$ cat config.mk
export PLATFORM = sky130hd
export DESIGN_NAME = multi_slot_countdown_timer_control_top
export DESIGN_NICKNAME = d
export VERILOG_FILES = /design/src/rtl/core/mscd_pkg.sv /design/src/rtl/core/mscd_ctrl.sv /design/src/rtl/core/mscd_datapath.sv /design/src/rtl/core/multi_slot_countdown_timer_control_top.sv
export SDC_FILE = /design/constraint.sdc
export NUM_CORES = 1
export LEC_CHECK = 0
export BUFFER_PORTS_ARGS = -buffer_cell sky130_fd_sc_hd__buf_4
export CORE_MARGIN = 2
export CORE_UTILIZATION = 57
export DETAILED_ROUTE_END_ITERATION = 6
export PLACE_DENSITY = 0.77
export SYNTH_ARGS = -nofsm -noshare
export SYNTH_HDL_FRONTEND = slang
export SYNTH_SLANG_ARGS = --single-unit
$ cat constraint.sdc
create_clock -name clk -period 5.5 [get_ports clk]
set_input_delay 0.55 -clock clk [delete_from_list [all_inputs] [get_ports clk]]
set_output_delay 0.55 -clock clk [all_outputs]
set_load 0.05 [all_outputs]
$ cat src/rtl/core/mscd_pkg.sv
`default_nettype none
package mscd_pkg;
	localparam int SLOT_COUNT = 8;
	localparam int SLOT_W = $clog2(SLOT_COUNT);
	localparam logic [16:0] DUR_MASK = 17'h1FFFF;

	localparam logic [3:0] OP_TICK = 4'd0;
	localparam logic [3:0] OP_LIGHT = 4'd1;
	localparam logic [3:0] OP_ALARM = 4'd2;
	localparam logic [3:0] OP_LIGHT_LONG = 4'd3;
	localparam logic [3:0] OP_ALARM_LONG = 4'd4;
	localparam logic [3:0] OP_ALARM_REL = 4'd5;
	localparam logic [3:0] OP_EXPIRE = 4'd6;
	localparam logic [3:0] OP_CHIME_DONE = 4'd7;
	localparam logic [3:0] OP_TIMEOUT = 4'd8;
	localparam logic [3:0] OP_ACTIVATE = 4'd9;
	localparam logic [3:0] OP_RESIGN = 4'd10;

	localparam logic [1:0] MODE_WAIT = 2'd0;
	localparam logic [1:0] MODE_RUN = 2'd1;
	localparam logic [1:0] MODE_PAUSE = 2'd2;
	localparam logic [1:0] MODE_SET = 2'd3;

	localparam logic [2:0] STEP_SLOT = 3'd0;
	localparam logic [2:0] STEP_CLEAR = 3'd1;
	localparam logic [2:0] STEP_HOURS = 3'd2;
	localparam logic [2:0] STEP_MINUTES = 3'd3;
	localparam logic [2:0] STEP_SECONDS = 3'd4;
	localparam logic [2:0] STEP_LOOP = 3'd5;

	localparam logic [1:0] RATE_NONE = 2'd0;
	localparam logic [1:0] RATE_1HZ = 2'd1;
	localparam logic [1:0] RATE_4HZ = 2'd2;
	localparam logic [1:0] RATE_8HZ = 2'd3;

	typedef enum logic [1:0] {S_IDLE, S_EXEC, S_SCAN, S_LOAD} ctrl_state_t;

	typedef struct packed {
		logic capture;
		logic exec;
		logic scan;
		logic load;
	} dp_cmd_t;

	typedef struct packed {
		logic need_scan;
		logic scan_done;
		logic out_busy;
	} dp_status_t;

	function automatic logic [16:0] seconds_of(input logic [17:0] v);
		return 17'(v[4:0]) * 17'd3600 + 17'(v[10:5]) * 17'd60 + 17'(v[16:11]);
	endfunction

	function automatic logic [17:0] default_slot(input int i);
		case (i)
			0: return 18'(2 << 5);
			1: return 18'(5 << 5);
			2: return 18'(10 << 5);
			3: return 18'(20 << 5);
			4: return 18'(2 | (45 << 5));
			default: return 18'd0;
		endcase
	endfunction
endpackage
`default_nettype wire

$ cat src/rtl/core/mscd_ctrl.sv
`default_nettype none
module mscd_ctrl import mscd_pkg::*; (
	input wire logic clk,
	input wire logic arst_n,
	input wire logic in_valid,
	output logic in_ready,
	output dp_cmd_t cmd,
	input wire dp_status_t status
);
	ctrl_state_t st_q, st_d;

	always_ff @(posedge clk or negedge arst_n) begin
		if (!arst_n) st_q <= S_IDLE;
		else st_q <= st_d;
	end

	always_comb begin
		st_d = st_q;
		cmd = '0;
		in_ready = 1'b0;
		case (st_q)
			S_IDLE: begin
				in_ready = 1'b1;
				if (in_valid) begin
					cmd.capture = 1'b1;
					st_d = S_EXEC;
				end
			end
			S_EXEC: begin
				cmd.exec = 1'b1;
				st_d = status.need_scan ? S_SCAN : S_LOAD;
			end
			S_SCAN: begin
				cmd.scan = 1'b1;
				if (status.scan_done) st_d = S_LOAD;
			end
			S_LOAD: begin
				if (!status.out_busy) begin
					cmd.load = 1'b1;
					st_d = S_IDLE;
				end
			end
			default: st_d = S_IDLE;
		endcase
	end

	a_one_item: assert property (@(posedge clk) disable iff (!arst_n)
		(in_valid && in_ready) |=> !in_ready)
		else $error("item accepted while one is in work");
	a_scan_end: assert property (@(posedge clk) disable iff (!arst_n)
		(st_q == S_SCAN && status.scan_done) |=> st_q == S_LOAD)
		else $error("scan end not followed by load");
	a_no_scan: assert property (@(posedge clk) disable iff (!arst_n)
		(st_q == S_EXEC && !status.need_scan) |=> st_q == S_LOAD)
		else $error("exec without scan skipped load");
endmodule
`default_nettype wire

$ cat src/rtl/core/mscd_datapath.sv
`default_nettype none
module mscd_datapath import mscd_pkg::*; (
	input wire logic clk,
	input wire logic arst_n,
	input wire dp_cmd_t cmd,
	output dp_status_t status,
	input wire logic [3:0] in_op,
	input wire logic in_held,
	output logic [33:0] out_data,
	output logic out_valid,
	input wire logic out_ready
);
	logic [3:0] op_q;
	logic held_q;
	logic [1:0] mode_q;
	logic [2:0] step_q;
	logic [SLOT_W-1:0] cur_q, prev_q, base_q, idx_q;
	logic [16:0] rem_q;
	logic [7:0] pt_q;
	logic erase_q, quick_q, bell_q;
	logic [2:0] chimes_q;
	logic [17:0] store_q [SLOT_COUNT];
	logic click_q, chime_q, light_q, leave_q;
	logic [1:0] rate_q;
	logic [33:0] out_q;
	logic out_v_q;

	logic [1:0] n_mode;
	logic [2:0] n_step;
	logic [SLOT_W-1:0] n_cur, n_prev, nxt_idx;
	logic [16:0] n_rem;
	logic [7:0] n_pt;
	logic n_erase, n_quick, n_bell, n_scan;
	logic [2:0] n_chimes;
	logic n_click, n_chime, n_light, n_leave, do_draw;
	logic [1:0] n_rate;
	logic st_we;
	logic [17:0] st_wd, v, nv, rd;
	logic [6:0] fld;
	logic [3:0] stp;
	logic [16:0] shown;

	assign rd = store_q[cmd.scan ? idx_q : cur_q];
	assign v = store_q[cur_q];

	function automatic logic [SLOT_W-1:0] wrap_inc(input logic [SLOT_W-1:0] c);
		return (c == SLOT_W'(SLOT_COUNT - 1)) ? '0 : c + 1'b1;
	endfunction

	always_comb begin
		n_mode = mode_q; n_step = step_q; n_cur = cur_q; n_prev = prev_q;
		n_rem = rem_q; n_pt = pt_q; n_erase = erase_q; n_quick = quick_q;
		n_bell = bell_q; n_chimes = chimes_q; n_scan = 1'b0;
		n_click = 1'b0; n_chime = 1'b0; n_light = 1'b0; n_leave = 1'b0;
		n_rate = RATE_NONE; do_draw = 1'b0;
		st_we = 1'b0; st_wd = v; nv = v; fld = '0; stp = '0;

		// increment of the field picked by step, shared by tick and alarm press
		if ((op_q == OP_TICK && mode_q != MODE_RUN && mode_q != MODE_PAUSE
				&& quick_q && held_q) || (op_q == OP_ALARM && chimes_q == '0
				&& mode_q == MODE_SET)) begin
			case (step_q)
				STEP_SLOT: n_cur = wrap_inc(cur_q);
				STEP_CLEAR: n_erase = ~erase_q;
				STEP_HOURS: begin
					fld = 7'(v[4:0]) + 7'd1;
					if (fld >= 7'd24) fld = fld - 7'd24;
					st_we = 1'b1; st_wd = {v[17:5], fld[4:0]};
				end
				STEP_MINUTES: begin
					fld = 7'(v[10:5]) + 7'd1;
					if (fld >= 7'd60) fld = fld - 7'd60;
					st_we = 1'b1; st_wd = {v[17:11], fld[5:0], v[4:0]};
				end
				STEP_SECONDS: begin
					fld = 7'(v[16:11]) + 7'd1;
					if (fld >= 7'd60) fld = fld - 7'd60;
					st_we = 1'b1; st_wd = {v[17], fld[5:0], v[10:0]};
				end
				STEP_LOOP: begin
					st_we = 1'b1; st_wd = {~v[17], v[16:0]};
				end
				default: ;
			endcase
		end

		case (op_q)
			OP_TICK: begin
				if (mode_q == MODE_RUN) begin
					if (rem_q != '0) n_rem = rem_q - 1'b1;
				end else if (mode_q == MODE_PAUSE) n_pt = pt_q + 1'b1;
				else if (quick_q && !held_q) begin
					n_quick = 1'b0; n_rate = RATE_4HZ;
				end
				do_draw = 1'b1;
			end
			OP_LIGHT: begin
				case (mode_q)
					MODE_PAUSE: begin n_mode = MODE_WAIT; n_bell = 1'b0; n_click = 1'b1; end
					MODE_RUN: n_light = 1'b1;
					MODE_SET: begin
						if (erase_q) begin
							nv = '0; st_we = 1'b1; st_wd = '0; n_erase = 1'b0;
						end
						stp = 4'(step_q) + 4'd1;
						if (stp >= 4'd6) stp = stp - 4'd6;
						n_step = stp[2:0];
						if (n_step == STEP_CLEAR && nv == '0) n_step = STEP_HOURS;
						else if (n_step == STEP_LOOP && (nv[16:0] & DUR_MASK) == '0)
							n_step = STEP_SLOT;
					end
					default: begin
						n_prev = cur_q; n_cur = wrap_inc(cur_q); n_scan = 1'b1;
					end
				endcase
				do_draw = 1'b1;
			end
			OP_ALARM: begin
				if (quick_q) begin n_quick = 1'b0; n_rate = RATE_4HZ; end
				if (chimes_q != '0) n_chimes = '0;
				else begin
					case (mode_q)
						MODE_RUN: begin n_mode = MODE_PAUSE; n_pt = '0; n_click = 1'b1; end
						MODE_SET: ;
						default: begin
							n_click = 1'b1;
							if (v[16:0] != '0) begin
								if (mode_q != MODE_PAUSE) n_rem = seconds_of(v);
								n_mode = MODE_RUN; n_bell = 1'b1;
							end
						end
					endcase
					do_draw = 1'b1;
				end
			end
			OP_LIGHT_LONG: begin
				if (mode_q == MODE_WAIT) begin
					n_cur = prev_q; n_mode = MODE_SET; n_step = STEP_SLOT; n_erase = 1'b0;
					n_rate = RATE_4HZ; n_click = 1'b1;
				end else if (mode_q == MODE_SET) begin
					n_step = STEP_SLOT; n_mode = MODE_WAIT; n_rate = RATE_1HZ;
					n_scan = 1'b1; n_click = 1'b1;
				end
				do_draw = 1'b1;
			end
			OP_ALARM_LONG: begin
				if (mode_q == MODE_SET) begin
					if (step_q == STEP_SLOT) n_cur = '0;
					else if (step_q >= STEP_HOURS && step_q <= STEP_SECONDS) begin
						n_quick = 1'b1; n_rate = RATE_8HZ;
					end
				end
				do_draw = 1'b1;
			end
			OP_ALARM_REL: if (quick_q) begin n_quick = 1'b0; n_rate = RATE_4HZ; end
			OP_EXPIRE: begin
				n_chimes = 3'd4; n_chime = 1'b1; n_mode = MODE_WAIT; n_bell = 1'b0;
				if (v[17] && v[16:0] != '0) begin
					n_rem = seconds_of(v); n_mode = MODE_RUN; n_bell = 1'b1;
				end
			end
			OP_CHIME_DONE: if (chimes_q != '0) begin
				n_chimes = chimes_q - 1'b1; n_chime = 1'b1;
			end
			OP_TIMEOUT: begin
				if (quick_q) begin n_quick = 1'b0; n_rate = RATE_4HZ; end
				n_leave = 1'b1;
			end
			OP_ACTIVATE: begin
				if (mode_q == MODE_RUN) n_bell = 1'b1;
				else begin n_pt = 8'd1; n_chimes = '0; end
				do_draw = 1'b1;
			end
			OP_RESIGN: if (mode_q == MODE_SET) begin n_step = STEP_SLOT; n_mode = MODE_WAIT; end
			default: ;
		endcase
		if (do_draw && n_mode == MODE_PAUSE) n_bell = ~n_pt[0];
	end

	assign nxt_idx = wrap_inc(idx_q);
	assign status.need_scan = n_scan;
	assign status.scan_done = (rd[16:0] != '0) || (nxt_idx == base_q);
	assign status.out_busy = out_v_q && !out_ready;

	always_ff @(posedge clk or negedge arst_n) begin
		if (!arst_n) begin
			mode_q <= MODE_WAIT; step_q <= STEP_SLOT; cur_q <= '0; prev_q <= '0;
			rem_q <= '0; pt_q <= '0; erase_q <= 1'b0; quick_q <= 1'b0;
			bell_q <= 1'b0; chimes_q <= '0; out_v_q <= 1'b0;
			for (int i = 0; i < SLOT_COUNT; i++) store_q[i] <= default_slot(i);
		end else begin
			if (cmd.exec) begin
				mode_q <= n_mode; step_q <= n_step; cur_q <= n_cur; prev_q <= n_prev;
				rem_q <= n_rem; pt_q <= n_pt; erase_q <= n_erase; quick_q <= n_quick;
				bell_q <= n_bell; chimes_q <= n_chimes;
				if (st_we) store_q[cur_q] <= st_wd;
			end
			if (cmd.scan) begin
				if (rd[16:0] != '0) cur_q <= idx_q;
				else if (nxt_idx == base_q) cur_q <= base_q;
			end
			if (cmd.load) out_v_q <= 1'b1;
			else if (out_ready) out_v_q <= 1'b0;
		end
	end

	always_ff @(posedge clk) begin
		if (cmd.capture) begin op_q <= in_op; held_q <= in_held; end
		if (cmd.exec) begin
			base_q <= n_cur; idx_q <= n_cur;
			click_q <= n_click; chime_q <= n_chime; rate_q <= n_rate;
			light_q <= n_light; leave_q <= n_leave;
		end
		if (cmd.scan && rd[16:0] == '0) idx_q <= nxt_idx;
		if (cmd.load) out_q <= {leave_q, light_q, rate_q, chime_q, click_q, bell_q,
			erase_q, v[17], shown, 3'(cur_q), step_q, mode_q};
	end

	assign shown = (mode_q == MODE_RUN || mode_q == MODE_PAUSE) ? rem_q : seconds_of(v);
	assign out_data = out_q;
	assign out_valid = out_v_q;
endmodule
`default_nettype wire

$ cat src/rtl/core/multi_slot_countdown_timer_control_top.sv
// Countdown timer controller with eight preset slots.
// Slave stream s_axis carries one event item: tdata[3:0] op, tdata[4] alarm_held.
// Master stream m_axis returns one result item per event (fields in port comment).
// One item is in work at a time. After acceptance the controller applies the
// event in its exec state, then for a slot scan (light press while waiting,
// light long press leaving setting) steps through the slots in its scan state
// until one holds a nonzero duration or all eight were visited, then loads the
// output register in its load state; s_axis_tready returns in the cycle after
// the load.
// While m_axis_tvalid is held by a stalled receiver the result stays put; the
// next event may be accepted and worked on, and waits before load until the
// output register is taken.
// Reset (arst_n low) returns to waiting with the five default slot durations
// (2, 5, 10, 20 min and 2 h 45 min), other slots zero, and no result pending.
`default_nettype none
module multi_slot_countdown_timer_control_top import mscd_pkg::*; (
	input wire logic clk,
	input wire logic arst_n,
	input wire logic s_axis_tvalid,
	output logic s_axis_tready,
	input wire logic [7:0] s_axis_tdata, // op[3:0], alarm_held[4], zero pad
	output logic m_axis_tvalid,
	input wire logic m_axis_tready,
	// mode[1:0], setting_step[4:2], slot[7:5], shown_time[24:8], repeat_on[25],
	// erase_pending[26], bell_on[27], click[28], chime_start[29], rate_code[31:30],
	// light_request[32], leave_face[33], zero pad
	output logic [39:0] m_axis_tdata
);
	dp_cmd_t cmd;
	dp_status_t status;
	logic [33:0] out_data;

	mscd_ctrl u_ctrl (
		.clk(clk), .arst_n(arst_n), .in_valid(s_axis_tvalid), .in_ready(s_axis_tready),
		.cmd(cmd), .status(status)
	);

	mscd_datapath u_dp (
		.clk(clk), .arst_n(arst_n), .cmd(cmd), .status(status),
		.in_op(s_axis_tdata[3:0]), .in_held(s_axis_tdata[4]),
		.out_data(out_data), .out_valid(m_axis_tvalid), .out_ready(m_axis_tready)
	);

	assign m_axis_tdata = {6'd0, out_data};
endmodule
`default_nettype wire
Yosys cells after proc, flatten, opt, wreduce, memory -nomap -nowiden
Index checks and enable logic that the tools add are counted.

cells by class
  $add $sub $neg = 15
  eq/ne operators = 56
  order comparisons = 9
  multiply operators = 2
  reductions and logical operators = 54
  muxes and demuxes = 137
  bitwise operators = 6

operators by type and width
  operator               number
  $mux 18                10
  $mux 17                10
  $bwmux 144             1
  $bmux 18 s3            2
  $mux 3                 26
  $pmux 18 s4            1
  $demux 18 s3           1
  $pmux 17 s3            1
  $reduce_bool 17->1     3
  $mux 1                 46
  $mux 8                 5
  $ne 2x2->1 const B     18
  $logic_not 17->1       2
  $mux 2                 16
  $pmux 8 s3             1
  $logic_not 18->1       1
  $pmux 3 s3             2
  $add 17x12->17         1
  $add 17x6->17          1
  $sub 17x1->17 const B  1
  $eq 4x3->1 const B     4
  $pmux 2 s4             2
  $eq 3x3->1 const B     5
  $logic_and 1x1->1      15
  58 further kinds       104

storage, ports and cells
  register bits = 240
  bits of input ports = 12

Longest topological paths before layout
  depth in word-level cells = 14
  depth in mapped cells = 28
  gate-level depth less buffers = 24

Hierarchy
A second synthesis with hierarchy kept.

second synthesis, totals
  cells, all modules = 1,547
  area, all modules = 14,729.1 µm²

by module, submodules not included
  module                                  area an instance (µm²)  times used  sequential area each (µm²)  cells each
  mscd_datapath                           14,473.9                1           6,050.8                     1,520
  mscd_ctrl                               206.4                   1           50.0                        20
  multi_slot_countdown_timer_control_top  48.8                    1           0.0                         7

Worst setup path after synthesis
Ideal clock, no wire load.

  kind = flip-flop to flip-flop
  start point = reg u_dp.cur_q[2]
  end point = reg u_dp.out_q[24], in the netlist u_dp.out_data[24], data pin
  setup time = 267 ps
  stages on the path, launching flop included = 29
  period minus slack after synthesis = 6,004 ps
  arrival = 5,738 ps
  buffers on the path = 4
  setup slack = -504 ps
  path through = dfrtp_1 -> buf_2 -> buf_2 -> buf_2 -> clkbuf_1 -> mux4_2 -> nand2_1 -> and2_1 -> inv_1 -> fa_1 -> inv_1 -> fa_1 -> inv_1 -> ha_1 -> a21o_1 -> a21oi_1 -> o21bai_1 -> a21oi_1 -> o21bai_1 -> a21oi_1 -> xnor2_1 -> ha_1 -> ha_1 -> o21ai_0 -> o21bai_1 -> a21oi_1 -> nand4b_1 -> xnor2_1 -> o21ai_0

between the ends
  word-level cells in the longest chain between the ends = 8

RTL lines
  what                                          RTL line              source
  from (decl)                                   mscd_datapath.sv:17   logic [SLOT_W-1:0] cur_q, prev_q, base_q, idx_q;
  from (signal assigned)                        mscd_datapath.sv:193  mode_q <= n_mode; step_q <= n_step; cur_q <= n_cur; prev_q <= n_prev;
  from (signal assigned)                        mscd_datapath.sv:199  if (rd[16:0] != '0) cur_q <= idx_q;
  from (signal assigned)                        mscd_datapath.sv:200  else if (nxt_idx == base_q) cur_q <= base_q;
  $not 3->4 (not written as such) *             mscd_datapath.sv:44   assign v = store_q[cur_q];
  $bmux 18 s3 *                                 mscd_datapath.sv:44
  $mux 18 (not written as such) * (2 in a row)  mscd_datapath.sv:44
  $mul 5x8->13 or $mul 6x4->10 (tied branches)  mscd_pkg.sv:52        return 17'(v[4:0]) * 17'd3600 + 17'(v[10:5]) * 17'd60 + 17'(v[16:11]);
  $add 17x12->17                                mscd_pkg.sv:52
  $add 17x6->17 *                               mscd_pkg.sv:52
  $mux 17 *                                     mscd_datapath.sv:219  assign shown = (mode_q == MODE_RUN || mode_q == MODE_PAUSE) ? rem_q : seconds_of(v);
  named net u_dp.shown[16]                      mscd_datapath.sv:41   logic [16:0] shown;
  to (signal assigned)                          mscd_datapath.sv:215  if (cmd.load) out_q <= {leave_q, light_q, rate_q, chime_q, click_q, bell_q,
  to (decl)                                     mscd_datapath.sv:25   logic [33:0] out_q;

The timed path passes the listed nets; every way through them passes the cells marked *. The select of a mux whose other input is x is not followed.
A chain may end at the register's enable or synchronous reset.

Worst setup path after layout
Ends and elaborated chain as after synthesis.

==> impl_metrics.csv <==
group,metric,value,unit
final_layout,diodes,0,
routing,firstDrtPassIters,6,
critical_path,worstReg2RegStart,"u_dp.cur_q[2]",
clocking,postCtsHoldBufs,0,
power,switching_share,41.09,%
clocking,numCtsBuffers,26,
timing,worst_pin_slew,1.101,ns
global_routing,grt_pass1_wl,65.47,mm
floorplan,rows,58,
yosys,synth_cell_types,97,
final_layout,multi_input_area,0.007958,mm2
routing,via_per_inst,6.314,
final_layout,layout.cells.non_filler,1982,
global_routing,grt_max_degree,104,
placed_design,place_area,0.01553,mm2
timing,relSlewSlack,26.32,%
timing,rsz0062_at_grt,"yes",
power,cellPowerDensity,465.6,mW/mm2
power,internal_power,4563,uW
routing,via_count,12514,
critical_path,critPathKind,"reg2reg",
yosys,yosysSeqAreaShare,41.71,%
yosys,synthArstFlopShare,78.11,%
critical_path,crit_start,"u_dp.cur_q[2]",
floorplan,initial_utilization,58.08,%
clocking,cts_sinks,233,
yosys,ys.flop_type,"dfrtp_1",
power,p_leak,0.007380,uW
clocking,cts_tree,"done",
power,pwr-share-clk,24.1,%
power,report.power.total,7745,uW
routing,avgRoutedWirePerCell,20.76,um
placed_design,numPortBuffers,44,
clocking,clock_path_buffers,3,
critical_path,ff2ff_setup_slack,-0.04,ns
floorplan,fp.dieW,164.2,um
final_layout,drive_gt1_share,17.31,%
flow_run,cap_violations,0,
final_layout,register_area,0.006107,mm2
timing,fin_crit,5.542,ns
routing,wl,41.14,mm
yosys,synth_edf_count,51,
global_routing,antenna_found_initial,0,
timing,final-hold-violation-count,0,
routing,drc,0,
placed_design,dp_hpwl,29.78,mm
timing,period_share,100.8,%
final_layout,final_area,0.01664,mm2
critical_path,crit_arrival,5.80,ns
yosys,synth_cells,1565,
worst_hold_path,hold_class,"in2async",
floorplan,die_h,164.2,um
timing,skew,0.02545,ns
clocking,htree_levels,1,
placed_design,gp_congestion,0.9838,
global_routing,track_usage,31.02,%
critical_path,crit_path_start_kind,"flop",
final_layout,num-fill-cells,2023,
yosys,ys_warn_count,0,
yosys,ys_ff_latch,233,
floorplan,dieArea,0.02696,mm2
placed_design,placed_cells,1927,
final_layout,layout.nets,1745,
clocking,cts_root_buffer,"clkbuf_16",
power,share_comb_of_total_power,45.7,%
routing,antenna_left,0,
critical_path,r2r_end,"u_dp.out_data[24]",
timing,layout_setup_ws,-0.04164,ns
global_routing,grt_pass1_vias,12056,
floorplan,io_pins,54,
critical_path,required,5.76,ns
timing,fmax,180.5,MHz
global_routing,gr-total-overflow,0,
clocking,clock_latency,0.56,ns
power,vdd_drop_max,357.0,uV
run_status,status,"finished, violations left",
yosys,avgSynthCellArea,9.346,um2
timing,setup_violations,5,
clocking,clk_pin_slew,0.06,ns
critical_path,crit_path_end,"u_dp.out_data[24]",
timing,slew_violations,0,
routing,drt_iter0_markers,1447,
power,p_seq_share,30.2,%
power,p_sw,3182,uW
floorplan,coreArea,0.02518,mm2
critical_path,reg2reg_depth,25,
critical_path,cp_max_fo,5,
final_layout,syn_to_final_growth,13.74,%
run_status,violations,"setup timing",
critical_path,end_kind,"flop",
yosys,synth_area,0.01463,mm2
registers in the layout (all words and copies together) (netlist names), 2 cells and up:
| register | flops |
|---|---|
| u_dp.prev_q | 3 |
| u_dp.rate_q | 2 |
| u_ctrl.st_q | 2 |
| u_dp.idx_q | 3 |
| u_dp.op_q | 4 |
| u_dp.cur_q | 3 |
| u_dp.chimes_q | 3 |
| u_dp.step_q | 3 |
| u_dp.base_q | 3 |
| u_dp.store_q | 144 |
| u_dp.rem_q | 17 |
| u_dp.mode_q | 2 |
| u_dp.out_data | 34 |
stage by stage:
stage | hold WS (ns) | setup WS [ns] | setup TNS [ns] | utilization (%)
CTS | 0.1310 | -0.01445 | -0.01445 | 65.65
detailed placement | 0.4070 | -0.1207 | -0.5177 | 61.68
global placement | 0.4006 | -0.02227 | -0.02227 | 61.68
floorplan | 0.2544 | 0.01346 | 0 | -
finish | 0.06112 | -0.04164 | -0.08677 | 66.06
global route | 0.1567 | -0.2488 | -2.009 | 66.06
cells in the mapped netlist, types with 5 or more instances:
| library cell | instances | area, um2 |
|---|---|---|
| o211ai_1 | 9 | 67.56 |
| nor2b_1 | 10 | 62.56 |
| nand2_1 | 240 | 900.9 |
| buf_4 | 11 | 82.58 |
| a221oi_1 | 5 | 43.79 |
| edfxtp_1 | 51 | 1531 |
| mux2_2 | 24 | 270.3 |
| nand2b_1 | 15 | 93.84 |
| and2_1 | 11 | 68.82 |
| o21ai_0 | 150 | 750.7 |
| nand3_1 | 29 | 145.1 |
| dfrtp_1 | 170 | 4254 |
| o22ai_1 | 8 | 50.05 |
| nor3_1 | 29 | 145.1 |
| ha_1 | 85 | 1064 |
| and3_1 | 9 | 56.30 |
| mux2i_1 | 21 | 210.2 |
| or2_2 | 5 | 31.28 |
| or4_1 | 10 | 75.07 |
| a21o_1 | 9 | 67.56 |
| a21oi_1 | 109 | 545.5 |
| o21bai_1 | 7 | 52.55 |
| a211oi_1 | 5 | 37.54 |
| xnor2_1 | 22 | 192.7 |
| or3_1 | 10 | 62.56 |
| a22oi_1 | 8 | 60.06 |
| o22a_1 | 8 | 70.07 |
| buf_2 | 17 | 85.08 |
| a31oi_1 | 15 | 93.84 |
| nor3b_1 | 7 | 52.55 |
| nand4_1 | 10 | 62.56 |
| mux4_2 | 20 | 450.4 |
| o21ai_1 | 24 | 120.1 |
| nor4_1 | 29 | 181.4 |
| fa_1 | 15 | 300.3 |
| a2bb2oi_1 | 5 | 43.79 |
| inv_1 | 78 | 292.8 |
| xor2_1 | 9 | 78.83 |
| dfstp_2 | 12 | 315.3 |
| clkbuf_1 | 48 | 180.2 |
| nor2_1 | 111 | 416.7 |
cells in the final DEF (no fill, tap or decap), types with 12 or more instances in the layout:
| cell type | count |
|---|---|
| a21oi_1 | 100 |
| a31oi_1 | 15 |
| buf_4 | 112 |
| clkbuf_16 | 26 |
| dfrtp_1 | 167 |
| dfstp_2 | 12 |
| edfxtp_1 | 51 |
| fa_1 | 15 |
| ha_1 | 83 |
| inv_1 | 75 |
| mux2_2 | 23 |
| mux2i_1 | 20 |
| mux4_2 | 20 |
| nand2_1 | 236 |
| nand2b_1 | 15 |
| nand3_1 | 29 |
| nor2_1 | 111 |
| nor3_1 | 27 |
| nor4_1 | 29 |
| o21ai_0 | 145 |
| o21ai_1 | 27 |
| xnor2_1 | 21 |
cell families (layout without fill, tap and decap cells):
group / count (synthesis) / count (layout) / synth area share, %
multiplexers: 67 / 67 / 6.612
buffers and inverters: 164 / 246 / 4.859
flip-flops: 233 / 233 / 41.71
XOR/XNOR: 32 / 32 / 1.968
AO/OA/AOI/OAI: 422 / 422 / 17.96
AND/OR/NAND/NOR: 546 / 546 / 17.54
other: 1 / 6 / 0.02564
adder cells (fa/ha/maj): 100 / 100 / 9.324
power by group through the flow:
stage               Combinational, uW  Sequential, uW  Clock [uW]
floorplan                        2120            2650           0
global placement                 3300            2350           0
detailed placement               3370            2370           0
CTS                              3460            2340        1880
global route                     3860            2380        1940
finish                           3540            2340        1860
worst min-delay path by stage:
| stage | from | end | slack, ns | cells past startpoint |
|---|---|---|---|---|
| final | arst_n | u_dp.rem_q[12] | 0.06 | 1 |
| after detailed placement | u_dp.click_q | u_dp.out_data[28] | 0.41 | 0 |
| after floorplan | arst_n | u_ctrl.st_q[0] | 0.25 | 0 |
| after CTS | arst_n | u_dp.rem_q[9] | 0.13 | 1 |
| after global routing | arst_n | u_dp.rem_q[13] | 0.16 | 1 |
| after global placement | u_dp.rate_q[1] | u_dp.out_data[31] | 0.40 | 0 |
metal layers:
layer  global-route usage [%]  part of all wire [%]
met5                        0                     0
met4                    11.76                   4.0
met3                    5.480                   8.4
met2                    52.83                    49
met1                    39.51                    39
cell type report:
class | count | share of cell area [%]
well taps | 330 | 2.482
multi-input cells | 1173 | 47.83
repair buffers | 118 | 5.566
clock buffers | 33 | 4.310
inverters | 81 | 1.850
flip-flops and latches | 233 | 36.71
clock inverters | 14 | 1.248
repair_timing:
item,in CTS,in global routing
pin swaps,4,29
gates resized for setup,8,24
setup endpoints to repair,7,14
buffers inserted,6,2
cloned,0,0
critical path, stage by stage (launching register included):
cell and delay, ns:
dfrtp_4 0.53, buf_12 0.16, mux2_2 0.27, nand2_2 0.09, o211ai_4 0.10, buf_6 0.14, fa_1 0.54, inv_2 0.05
fa_1 0.55, inv_1 0.05, ha_1 0.28, a21o_1 0.17, a21oi_2 0.15, o21bai_1 0.10, a21oi_2 0.18, o21bai_1 0.12
a21oi_2 0.16, xnor2_1 0.10, ha_1 0.33, ha_4 0.28, o21ai_2 0.05, o21bai_2 0.17, a21oi_2 0.09, nand4b_1 0.24
xnor2_1 0.26, o21ai_1 0.09
No activity file was read; power rests on OpenSTA's default activity.
